## src/rtl/core/dvru_pkg.sv

```systemverilog
`timescale 1ns / 1ps
`default_nettype none

package dvru_pkg;

  localparam int TABLE_DEPTH = 64;
  localparam int NUM_IFACES  = 4;
  localparam int IDX_W       = $clog2(TABLE_DEPTH);
  localparam int CNT_W       = $clog2(TABLE_DEPTH + 1);

  localparam int ADDR_W      = 32;
  localparam int COST_W      = 8;
  localparam int SLOT_W      = 6;
  localparam int COUNT_W     = 7;
  localparam int IFC_CNT_W   = 3;
  localparam int CFG_IDX_W   = 3;
  localparam int CFG_DATA_W  = 32;

  localparam logic [COST_W-1:0] COST_MAX = '1;

  // result action codes
  localparam logic [1:0] ACT_APPEND = 2'd0;
  localparam logic [1:0] ACT_UPDATE = 2'd1;
  localparam logic [1:0] ACT_SAME   = 2'd2;
  localparam logic [1:0] ACT_DROP   = 2'd3;

  // configuration register indexes
  localparam logic [CFG_IDX_W-1:0] REG_IFACE_ADDR_0 = 3'd0;
  localparam logic [CFG_IDX_W-1:0] REG_IFACE_ADDR_1 = 3'd1;
  localparam logic [CFG_IDX_W-1:0] REG_IFACE_ADDR_2 = 3'd2;
  localparam logic [CFG_IDX_W-1:0] REG_IFACE_ADDR_3 = 3'd3;
  localparam logic [CFG_IDX_W-1:0] REG_IFACE_COUNT  = 3'd4;

  typedef struct packed {
    logic              cmd;
    logic              first_of_message;
    logic [ADDR_W-1:0] dest_addr;
    logic [COST_W-1:0] route_cost;
    logic [ADDR_W-1:0] adv_next_hop;
    logic [ADDR_W-1:0] sender_addr;
    logic [ADDR_W-1:0] recv_iface;
  } in_t;

  typedef struct packed {
    logic [1:0]         action;
    logic [SLOT_W-1:0]  slot;
    logic [COUNT_W-1:0] entry_count;
  } out_t;

  // controller to datapath
  typedef struct packed {
    logic load;
    logic run;
    logic append;
    logic update;
    logic keep;
  } ctrl_cmd_t;

  // datapath to controller
  typedef struct packed {
    logic search;
    logic hit;
    logic own;
    logic last;
    logic found;
    logic out_free;
  } dp_stat_t;

endpackage

`default_nettype wire

```

## src/rtl/core/distance_vector_route_update_top.sv

```systemverilog
`timescale 1ns / 1ps
`default_nettype none

// distance-vector route table update, receive side. each transaction on the input
// channel is one entry of a neighbor's advertisement (cmd 0) or a local route to load
// (cmd 1), and yields exactly one result transaction: appended, updated, unchanged or
// dropped (table full), with the slot touched and the entry count afterwards. the
// table holds up to 64 routes; an advertised entry is looked up only among routes
// present when its message began (first_of_message takes that snapshot). a local load
// or an entry whose snapshot is empty goes from acceptance straight to its finishing
// step. a lookup walks the snapshot in order, one route per cycle behind a registered
// read of the single read port of the destination/cost memory, and stops at the first
// cheaper match (replaced, or kept for an own next hop); otherwise it runs to the end
// of the snapshot. the finishing step waits for a free output register, then writes the
// result and frees the input together. the next input transaction is taken as soon as
// the result sits in the output register, even while the consumer stalls it; its own
// result then waits for that register to free. interface registers must be written
// only while idle; the block itself does not enforce it.

module distance_vector_route_update_top (
  input  wire                              clk,
  input  wire                              rst,
  // advertisement / local route channel
  input  wire                              in_valid,
  output logic                             in_stall,
  input  dvru_pkg::in_t                    in_data,
  // result channel
  output logic                             out_valid,
  input  wire                              out_stall,
  output dvru_pkg::out_t                   out_data,
  // interface address registers
  input  wire                              cfg_we,
  input  wire  [dvru_pkg::CFG_IDX_W-1:0]   cfg_index,
  input  wire  [dvru_pkg::CFG_DATA_W-1:0]  cfg_data
);

  // sequencing commands and datapath status
  dvru_pkg::ctrl_cmd_t cmd;
  dvru_pkg::dp_stat_t  stat;

  // state machine: idle, table search, then one finishing step per outcome
  dvru_ctrl u_ctrl (
    .clk      (clk),
    .rst      (rst),
    .in_valid (in_valid),
    .in_stall (in_stall),
    .stat     (stat),
    .cmd      (cmd)
  );

  // route table, search pipeline, interface registers and output register
  dvru_datapath u_datapath (
    .clk       (clk),
    .rst       (rst),
    .in_data   (in_data),
    .cfg_we    (cfg_we),
    .cfg_index (cfg_index),
    .cfg_data  (cfg_data),
    .cmd       (cmd),
    .stat      (stat),
    .out_stall (out_stall),
    .out_valid (out_valid),
    .out_data  (out_data)
  );

endmodule

`default_nettype wire

```

## src/rtl/core/dvru_datapath.sv

```systemverilog
`timescale 1ns / 1ps
`default_nettype none

module dvru_datapath (
  input  wire                                  clk,
  input  wire                                  rst,
  input  dvru_pkg::in_t                        in_data,
  input  wire                                  cfg_we,
  input  wire  [dvru_pkg::CFG_IDX_W-1:0]       cfg_index,
  input  wire  [dvru_pkg::CFG_DATA_W-1:0]      cfg_data,
  input  dvru_pkg::ctrl_cmd_t                  cmd,
  output dvru_pkg::dp_stat_t                   stat,
  input  wire                                  out_stall,
  output logic                                 out_valid,
  output dvru_pkg::out_t                       out_data
);

  // table memories, no reset: only written entries are ever used
  logic [dvru_pkg::ADDR_W+dvru_pkg::COST_W-1:0] mem_dest_metric [dvru_pkg::TABLE_DEPTH];
  logic [dvru_pkg::ADDR_W-1:0] mem_next_hop [dvru_pkg::TABLE_DEPTH];
  logic [dvru_pkg::ADDR_W-1:0] mem_iface    [dvru_pkg::TABLE_DEPTH];

  dvru_pkg::in_t                    item;
  logic [dvru_pkg::COST_W-1:0]      new_cost;
  logic [dvru_pkg::CNT_W-1:0]       valid_count;
  logic [dvru_pkg::CNT_W-1:0]       search_limit;
  logic [dvru_pkg::CNT_W-1:0]       iss_idx;
  logic [dvru_pkg::CNT_W-1:0]       cmp_idx;
  logic [dvru_pkg::CNT_W-1:0]       hit_idx;
  logic                             cmp_vld;
  logic                             found;
  logic [dvru_pkg::ADDR_W-1:0]      rd_dest;
  logic [dvru_pkg::COST_W-1:0]      rd_metric;
  logic [dvru_pkg::ADDR_W-1:0]      iface_addr [dvru_pkg::NUM_IFACES];
  logic [dvru_pkg::IFC_CNT_W-1:0]   iface_count;

  logic [dvru_pkg::CNT_W-1:0]       lim_in;
  logic                             match;
  logic                             cheaper;
  logic                             own;
  logic                             full;
  logic                             issue_more;
  logic [dvru_pkg::COST_W-1:0]      app_cost;
  logic [dvru_pkg::ADDR_W-1:0]      app_hop;

  assign lim_in     = in_data.first_of_message ? valid_count : search_limit;
  assign match      = (rd_dest == item.dest_addr);
  assign cheaper    = (new_cost < rd_metric);
  assign full       = (valid_count == dvru_pkg::CNT_W'(dvru_pkg::TABLE_DEPTH));
  assign issue_more = (iss_idx < search_limit);
  // local loads keep their own cost and next hop
  assign app_cost   = item.cmd ? item.route_cost : new_cost;
  assign app_hop    = item.cmd ? item.adv_next_hop : item.sender_addr;

  always_comb begin
    own = 1'b0;
    for (int k = 0; k < dvru_pkg::NUM_IFACES; k++) begin
      if ((iface_count > dvru_pkg::IFC_CNT_W'(k)) && (iface_addr[k] == item.adv_next_hop)) begin
        own = 1'b1;
      end
    end
  end

  assign stat.search   = !in_data.cmd && (lim_in != '0);
  assign stat.hit      = cmp_vld && match && cheaper;
  assign stat.own      = own;
  assign stat.last     = cmp_vld &&
                         (dvru_pkg::CNT_W'(cmp_idx + dvru_pkg::CNT_W'(1)) == search_limit);
  assign stat.found    = found || (cmp_vld && match);
  assign stat.out_free = !out_valid || !out_stall;

  // control state
  always_ff @(posedge clk) begin
    if (rst) begin
      valid_count  <= '0;
      search_limit <= '0;
      cmp_vld      <= 1'b0;
      out_valid    <= 1'b0;
      iface_count  <= '0;
      for (int k = 0; k < dvru_pkg::NUM_IFACES; k++) begin
        iface_addr[k] <= '0;
      end
    end else begin
      if (cfg_we) begin
        unique case (cfg_index)
          dvru_pkg::REG_IFACE_ADDR_0: iface_addr[0] <= cfg_data;
          dvru_pkg::REG_IFACE_ADDR_1: iface_addr[1] <= cfg_data;
          dvru_pkg::REG_IFACE_ADDR_2: iface_addr[2] <= cfg_data;
          dvru_pkg::REG_IFACE_ADDR_3: iface_addr[3] <= cfg_data;
          dvru_pkg::REG_IFACE_COUNT:  iface_count   <= cfg_data[dvru_pkg::IFC_CNT_W-1:0];
          default: ;
        endcase
      end
      if (cmd.load) begin
        search_limit <= lim_in;
        cmp_vld      <= 1'b0;
      end else begin
        cmp_vld <= cmd.run && issue_more;
      end
      // a new result refills the register in the cycle the old one leaves
      if (cmd.append || cmd.update || cmd.keep) begin
        out_valid <= 1'b1;
      end else if (out_valid && !out_stall) begin
        out_valid <= 1'b0;
      end
      if (cmd.append && !full) begin
        valid_count <= dvru_pkg::CNT_W'(valid_count + dvru_pkg::CNT_W'(1));
      end
    end
  end

  // item, search pipeline, table and result payload
  always_ff @(posedge clk) begin
    if (cmd.load) begin
      item     <= in_data;
      new_cost <= (in_data.route_cost == dvru_pkg::COST_MAX) ? dvru_pkg::COST_MAX :
                  dvru_pkg::COST_W'(in_data.route_cost + dvru_pkg::COST_W'(1));
      iss_idx  <= '0;
      found    <= 1'b0;
    end
    if (cmd.run) begin
      {rd_dest, rd_metric} <= mem_dest_metric[iss_idx[dvru_pkg::IDX_W-1:0]];
      cmp_idx <= iss_idx;
      if (issue_more) begin
        iss_idx <= dvru_pkg::CNT_W'(iss_idx + dvru_pkg::CNT_W'(1));
      end
      if (cmp_vld && match) begin
        found <= 1'b1;
      end
      if (stat.hit) begin
        hit_idx <= cmp_idx;
      end
    end
    if (cmd.append) begin
      if (full) begin
        out_data.action      <= dvru_pkg::ACT_DROP;
        out_data.slot        <= '0;
        out_data.entry_count <= dvru_pkg::COUNT_W'(valid_count);
      end else begin
        mem_dest_metric[valid_count[dvru_pkg::IDX_W-1:0]] <= {item.dest_addr, app_cost};
        mem_next_hop[valid_count[dvru_pkg::IDX_W-1:0]]    <= app_hop;
        mem_iface[valid_count[dvru_pkg::IDX_W-1:0]]       <= item.recv_iface;
        out_data.action      <= dvru_pkg::ACT_APPEND;
        out_data.slot        <= dvru_pkg::SLOT_W'(valid_count);
        out_data.entry_count <= dvru_pkg::COUNT_W'(valid_count + dvru_pkg::CNT_W'(1));
      end
    end
    if (cmd.update) begin
      // destination matched, so rewriting it keeps it
      mem_dest_metric[hit_idx[dvru_pkg::IDX_W-1:0]] <= {item.dest_addr, new_cost};
      mem_next_hop[hit_idx[dvru_pkg::IDX_W-1:0]]    <= item.sender_addr;
      mem_iface[hit_idx[dvru_pkg::IDX_W-1:0]]       <= item.recv_iface;
      out_data.action      <= dvru_pkg::ACT_UPDATE;
      out_data.slot        <= dvru_pkg::SLOT_W'(hit_idx);
      out_data.entry_count <= dvru_pkg::COUNT_W'(valid_count);
    end
    if (cmd.keep) begin
      out_data.action      <= dvru_pkg::ACT_SAME;
      out_data.slot        <= '0;
      out_data.entry_count <= dvru_pkg::COUNT_W'(valid_count);
    end
  end

endmodule

`default_nettype wire

```

## src/rtl/core/dvru_ctrl.sv

```systemverilog
`timescale 1ns / 1ps
`default_nettype none

module dvru_ctrl (
  input  wire                  clk,
  input  wire                  rst,
  input  wire                  in_valid,
  output logic                 in_stall,
  input  dvru_pkg::dp_stat_t   stat,
  output dvru_pkg::ctrl_cmd_t  cmd
);

  typedef enum logic [4:0] {
    S_IDLE   = 5'b00001,
    S_SEARCH = 5'b00010,
    S_APPEND = 5'b00100,
    S_UPDATE = 5'b01000,
    S_KEEP   = 5'b10000
  } state_t;

  state_t state;
  state_t state_next;

  assign in_stall = (state != S_IDLE);

  always_comb begin
    state_next = state;
    cmd        = '0;
    unique case (state)
      S_IDLE: begin
        if (in_valid) begin
          cmd.load   = 1'b1;
          state_next = stat.search ? S_SEARCH : S_APPEND;
        end
      end
      S_SEARCH: begin
        cmd.run = 1'b1;
        // first cheaper match decides; otherwise run to the end of the snapshot
        if (stat.hit) begin
          state_next = stat.own ? S_KEEP : S_UPDATE;
        end else if (stat.last) begin
          state_next = stat.found ? S_KEEP : S_APPEND;
        end
      end
      S_APPEND: begin
        if (stat.out_free) begin
          cmd.append = 1'b1;
          state_next = S_IDLE;
        end
      end
      S_UPDATE: begin
        if (stat.out_free) begin
          cmd.update = 1'b1;
          state_next = S_IDLE;
        end
      end
      S_KEEP: begin
        if (stat.out_free) begin
          cmd.keep   = 1'b1;
          state_next = S_IDLE;
        end
      end
      default: state_next = S_IDLE;
    endcase
  end

  always_ff @(posedge clk) begin
    if (rst) begin
      state <= S_IDLE;
    end else begin
      state <= state_next;
    end
  end

endmodule

`default_nettype wire

```

## config.mk

```make
export PLATFORM = sky130hd
export DESIGN_NAME = distance_vector_route_update_top
export DESIGN_NICKNAME = d
export VERILOG_FILES = /design/src/rtl/core/dvru_pkg.sv /design/src/rtl/core/distance_vector_route_update_top.sv /design/src/rtl/core/dvru_datapath.sv /design/src/rtl/core/dvru_ctrl.sv
export SDC_FILE = /design/constraint.sdc
export NUM_CORES = 2
export LEC_CHECK = 0
export BUFFER_PORTS_ARGS = -buffer_cell sky130_fd_sc_hd__buf_4
export CAP_MARGIN = 20
export CORE_MARGIN = 2
export CORE_UTILIZATION = 45
export DETAILED_ROUTE_END_ITERATION = 10
export SETUP_SLACK_MARGIN = 0.05
export SKIP_CTS_REPAIR_TIMING = 1
export SLEW_MARGIN = 30
export SYNTH_ARGS = -nofsm -noshare
export SYNTH_HDL_FRONTEND = slang
export SYNTH_SLANG_ARGS = --single-unit
```

## constraint.sdc

```tcl
create_clock -name clk -period 5.7 [get_ports clk]
set_input_delay 0.285 -clock clk [delete_from_list [all_inputs] [get_ports clk]]
set_output_delay 0.285 -clock clk [all_outputs]
set_load 0.02 [all_outputs]
```

======== Word level (Yosys, flattened, before mapping) ========
Memory sizes are Yosys's and may differ from the RTL's. A register that Yosys moved wholly into a read port is not among the register bits.
Index checks and enable logic that the tools add are counted.
storage, ports and cells
  bits of input ports ..................... 178
  bits in registers ....................... 141
  bits in latches ......................... 0
  memory bits (writable) .................. 2688
  memories ................................ 2
  logic and storage cells ................. 148
  bits in read-only memories .............. 0
  output and inout bits ................... 17
operators by class
  bitwise operators ....................... 4
  shift operators ......................... 0
  magnitude comparators ................... 6
  $mul .................................... 0
  equal/unequal tests ..................... 21
  $add $sub $neg .......................... 4
  reductions and logical operators ........ 30
  div/mod/pow operators ................... 0
  mux-type cells .......................... 63
memory list
  name                        depth  bits a word  read ports  clocked after Yosys merged registers in  write ports  line                 text
  u_datapath.mem_dest_metric  64     40           1           1                                        1            dvru_datapath.sv:19  logic [dvru_pkg::ADDR_W+dvru_pkg::COST_W-1:0] mem_dest_metric [dvru_pkg::TABLE_DEPTH];
  u_datapath.iface_addr       4      32           4           0                                        4            dvru_datapath.sv:34  logic [dvru_pkg::ADDR_W-1:0] iface_addr [dvru_pkg::NUM_IFACES];
operator list
  kind                                                                   number
  32-bit equality test                                                   5
  32-bit two-way mux                                                     4
  15-bit two-way mux                                                     3
  1-bit two-way mux                                                      40
  40-bit two-way mux                                                     1
  40-bit OR reduction                                                    1
  7-bit two-way mux                                                      5
  5-bit two-way mux                                                      6
  7-bit by 1-bit adder with 7-bit output, second input constant          3
  5-bit case mux with 3 select lines                                     1
  1-bit logical AND                                                      11
  8-bit by 1-bit adder with 8-bit output, second input constant          1
  8-bit equality test, second input constant                             1
  8-bit less-than comparator                                             1
  8-bit two-way mux                                                      1
  7-bit equality test                                                    1
  7-bit equality test, second input constant                             1
  7-bit less-than comparator                                             1
  7-bit nonzero test                                                     1
  3-bit by 2-bit equality test with 1-bit output, second input constant  2
  3-bit by 1-bit > comparator with 1-bit output, second input constant   2
  3-bit by 2-bit > comparator with 1-bit output, second input constant   2
  6-bit two-way mux                                                      1
  5-bit by 1-bit equality test with 1-bit output, second input constant  1
  21 further kinds                                                       32

======== Longest topological paths before layout ========
An unclocked memory read counts as a cell.
  word-level depth ........................ 10
  depth in mapped cells ................... 10
  mapped depth without buffers ............ 9

======== Hierarchy ========
From an unflattened synthesis, not the netlist that was laid out.
second synthesis, totals
  cell total of the unflattened synthesis .. 6739
  area, all modules ....................... 117209.9 um^2
by module, submodules not included
  module         cells an instance  times used  seq. area each (um^2)  area an instance (um^2)
  dvru_datapath  6701               1           85652.1                116869.6
  dvru_ctrl      38                 1           100.1                  340.3

======== Least setup slack after synthesis ========
OpenSTA, ideal clock, no wires.
  kind .................................... register to register
  start ................................... reg u_ctrl.state[2]
  end ..................................... reg u_datapath.item[100] in the netlist's numbering, enable pin
  path slack .............................. 1378 ps
  cell stages (with the launch flop) ...... 7
  setup time .............................. 477 ps
  data required time ...................... 5223 ps
  arrival ................................. 3845 ps
  path through ............................ dfxtp_1 > clkbuf_1 > or2_2 > nor4b_1 > nand2_1 > inv_1 > clkbuf_1
RTL lines
  what                    line                  text
  from (decl)             dvru_ctrl.sv:21       state_t state;
  from (signal assigned)  dvru_ctrl.sv:71       state <= state_next;
  to (signal assigned)    dvru_datapath.sv:115  item <= in_data;
  to (decl)               dvru_datapath.sv:23   dvru_pkg::in_t item;

======== Worst setup path in the final report ========
  start ................................... reg u_ctrl.state[4]
  end ..................................... mem u_datapath.mem_dest_metric[8][21] in the netlist's numbering, enable pin
between the ends
  longest elaborated chain between the ends .. 6
  elaborated cells on any way between the ends .. 11
  those cells by class .................... eq/ne: 2; mux: 8; reduce/logical: 1
ends and longest elaborated chain
  what                                                              line                  text
  5-bit by 4-bit equality test with 1-bit output                    dvru_ctrl.sv:29       unique case (state)
  1-bit two-way mux                                                 dvru_ctrl.sv:29
  1-bit two-way mux                                                 -
  1-bit two-way mux (implied by the code)                           dvru_datapath.sv:150  mem_dest_metric[hit_idx[dvru_pkg::IDX_W-1:0]] <= {item.dest_addr, new_cost};
  40-bit OR reduction (no line)                                     -
  6-bit two-way mux (no line) or 1-bit two-way mux (tied branches)  -
  to (decl)                                                         dvru_datapath.sv:19
Parallel ways exist; a longest one is shown, timed or not.

==> results.cfg <==
[route]
num_vias = 52277
antenna_left = 0
wl_per_cell_um = 33.4
postRouteWirelength_um = 289000
viasPerCell = 6.04
drc = 0
dr.pass1.iters = 5
drt_first_iter_violations = 6692

[power]
power.share.sequential_pct = 53.3
p_switching_mw = 10.4
power_frac_clock_pct = 40.8
power_density_mw_per_mm2 = 368
power.leakage_nw = 39.2
sw_frac_of_total_pct = 22.0
p_comb_share_pct = 5.9
p_int_mw = 36.8
ir_worst_vdd_v = 0.000356
finalPower_mw = 47.1

[finish]
areaGrowthSynthToFinish_pct = 16.0
final_core_util_pct = 52.6
final_area_mm2 = 0.128
final_nets = 5429
layout-drive-gt1-share_pct = 30.5

[worst_hold_path]
hold_path_class = input port to flip-flop

[placed_design]
place.gp.congestion = 0.821
dp_hpwl_um = 156000
io_buffers = 130
place_area_mm2 = 0.117

[yosys]
synth-compound-area-share_pct = 0.512
avgSynthCellArea_um2 = 23.5
syn_nets = 4897
yosys_warnings = 0
synth_flop_cell = edfxtp_1
synth.area.mux_share_pct = 17.3
ys_async_sr_fraction_pct = 0
synth_top_family_by_area = multiplexers
syn_area_mm2 = 0.111
ys_types = 57
yosys.area_share.xor_xnor_pct = 1.46
synth_adder_area_share_pct = 0.215
synth_edf_count = 2829
ys_seq_area_share_pct = 77.6
ys_ff_latch = 2869
synthSimpleGateAreaFrac_pct = 2.05
synth_cells = 4700

[die]
die_y_um = 500
die_area_mm2 = 0.250
num_io_pins = 195
start_util_pct = 45.4
die_w_um = 500
coreArea_mm2 = 0.244
rows = 181

[timing]
slew_headroom_pct = 33.0
fin_crit_sh_pct = 71.6
hold_viol = 0
tightest_slew_ns = 1.00
setup-tns-final_ns = 0
clock.fmax_mhz = 245
rsz0062_at_grt = no
post-route-min-period_ns = 4.08
skew_ns = 0.0752
setup_viol = 0
finalMaxSlewViolations = 0

[clock_network]
clk_latency_ns = 0.94
path_clk_slew_ns = 0.06
cts_tree = done
cts_buffers = 312
ctsHtreeMaxLevel = 5
ctsRootBufferMaster = clkbuf_16
clock_sinks = 2869
clock_path_buffers = 4

[global_routing]
antenna_found_initial = 12
grt_pass1_wl_um = 404000
grt_pass1_vias = 52189
grt_use_total_pct = 23.0
grt_overflow = 0
grt_start_max_net_pins = 96

[critical_path]
crit_type = flip-flop to flip-flop
arrival_ns = 4.62
required_ns = 6.24
worstPathMaxFanout = 29
end_kind = flip-flop
cp-start-kind = flip-flop

[run]
max-cap-violations = 0

[status]
status = finished clean
[final cells by class]
| cell class | count | area, um2 |
|---|---|---|
| Inverter | 26 | 111 |
| Clock buffer | 382 | 8220 |
| Fill cell | 18533 | 115000 |
| Antenna cell | 3 | 7.51 |
| Timing Repair Buffer | 443 | 4390 |
| Clock inverter | 148 | 1350 |
| Multi-Input combinational cell | 1580 | 24400 |
| Tap cell | 3202 | 4010 |
| Sequential cell | 2869 | 85800 |
[critical path, cell delays in order, from the launching register on]
cell and delay (ns):
dfxtp_1 0.38, or4_1 0.58, nor3b_1 0.47, mux2i_1 0.58
nand2_1 0.60, nor2_4 0.70, buf_12 0.36
[power by group through the flow]
stage | registers [mW] | clock network, mW | logic, mW
3_5_place_dp | 25.6 | 0 | 2.74
4_1_cts | 25.1 | 19.5 | 2.74
6_report | 25.1 | 19.2 | 2.78
2_1_floorplan | 26.0 | 0 | 0.921
5_1_grt | 25.1 | 20.3 | 3.01
3_3_place_gp | 25.6 | 0 | 2.59
[stage by stage]
step           worst slack, ns  hold WS, ns  std cells
2_1_floorplan             1.38        0.384       4700
5_1_grt                   1.48       0.0429       8652
6_report                  1.62       0.0857       8653
4_1_cts                   1.63       -0.545       8534
3_3_place_gp              1.37        0.464       7995
3_5_place_dp              1.61        0.464       8004
[Yosys cell counts, types with 3 or more instances]
library cell / count / area (um2)
nor2_1: 92 / 345
nor4_1: 28 / 175
or4_1: 3 / 22.5
edfxtp_1: 2829 / 85000
clkbuf_1: 127 / 477
xnor2_1: 85 / 744
dfxtp_1: 40 / 801
nand2b_1: 8 / 50.1
nor3_1: 19 / 95.1
ha_1: 19 / 238
nand3_1: 36 / 180
mux4_2: 840 / 18900
mux2_2: 9 / 101
mux2i_1: 7 / 70.1
buf_4: 5 / 37.5
nor3b_1: 3 / 22.5
buf_1: 45 / 169
a31oi_1: 10 / 62.6
a21o_1: 3 / 22.5
o31ai_1: 3 / 22.5
and2_1: 131 / 820
nand2_1: 65 / 244
a2111oi_0: 3 / 26.3
xor2_1: 99 / 867
or3_1: 3 / 18.8
o21ai_0: 17 / 85.1
and3_1: 6 / 37.5
inv_1: 25 / 93.8
a21oi_1: 25 / 125
o21a_1: 5 / 37.5
nand4_1: 28 / 175
buf_2: 46 / 230
nand3b_1: 4 / 30.0
[layout by cell type, fill, tap and decap left out, drive strengths merged, types with 3 or more instances in the layout]
| cell | instances |
|---|---|
| xnor2 | 85 |
| buf | 328 |
| a2111oi | 3 |
| nor2 | 92 |
| o21ai | 18 |
| nor3 | 19 |
| dlygate4sd3 | 115 |
| diode | 3 |
| clkinvlp | 5 |
| xor2 | 99 |
| nand3 | 36 |
| inv | 31 |
| o21a | 5 |
| bufinv | 25 |
| nand2b | 8 |
| a31oi | 10 |
| ha | 19 |
| nor3b | 3 |
| or4 | 3 |
| clkbuf | 382 |
| nand2 | 65 |
| or3 | 3 |
| mux2 | 9 |
| nor4 | 28 |
| o31ai | 3 |
| nand3b | 4 |
| a21o | 3 |
| clkinv | 113 |
| and2 | 131 |
| nand4 | 28 |
| and3 | 6 |
| mux2i | 7 |
| edfxtp | 2829 |
| dfxtp | 40 |
| a21oi | 25 |
| mux4 | 840 |
[final timing paths]
check	startpoint	endpoint	slack, ns	depth (start not counted)
setup / recovery	u_ctrl.state[4]	u_datapath.mem_dest_metric[8][21]	1.62	6
hold / removal	in_data[124]	u_datapath.item[124]	0.09	2
setup reg to reg	u_ctrl.state[4]	u_datapath.mem_dest_metric[8][21]	1.62	6
hold reg to reg	u_datapath.iss_idx[6]	u_datapath.iss_idx[6]	0.51	2
[metal layers]
layer / routed length, um / vias up / global-route usage [%] / part of all wire (%)
met2: 140000 / 2222 / 36.9 / 49
met3: 22800 / 419 / 4.27 / 7.9
met4: 7190 / 4 / 5.88 / 2.5
met5: 27 / - / 0 / 0.0094
li1: - / 21032 / - / -
met1: 118000 / 28600 / 32.9 / 41
[state kept, by name, summed over array words and instances (netlist names), 6 cells and up]
| name | count |
|---|---|
| u_datapath.mem_dest_metric | 2560 |
| u_datapath.iface_addr | 128 |
| u_datapath.item | 73 |
| u_datapath.rd_dest | 32 |
| u_datapath.out_data | 15 |
| u_datapath.new_cost | 8 |
| u_datapath.rd_metric | 8 |
| u_datapath.cmp_idx | 7 |
| u_datapath.iss_idx | 7 |
| u_datapath.search_limit | 7 |
| u_datapath.valid_count | 7 |
| u_datapath.hit_idx | 6 |
[cell families after synthesis]
family | after synthesis
flops | 2869
mux | 856
simple gates | 433
buf+inv | 251
xor+xnor | 184
compound gates | 88
fa+ha+maj | 19
No activity file was read; power rests on OpenSTA's default activity.
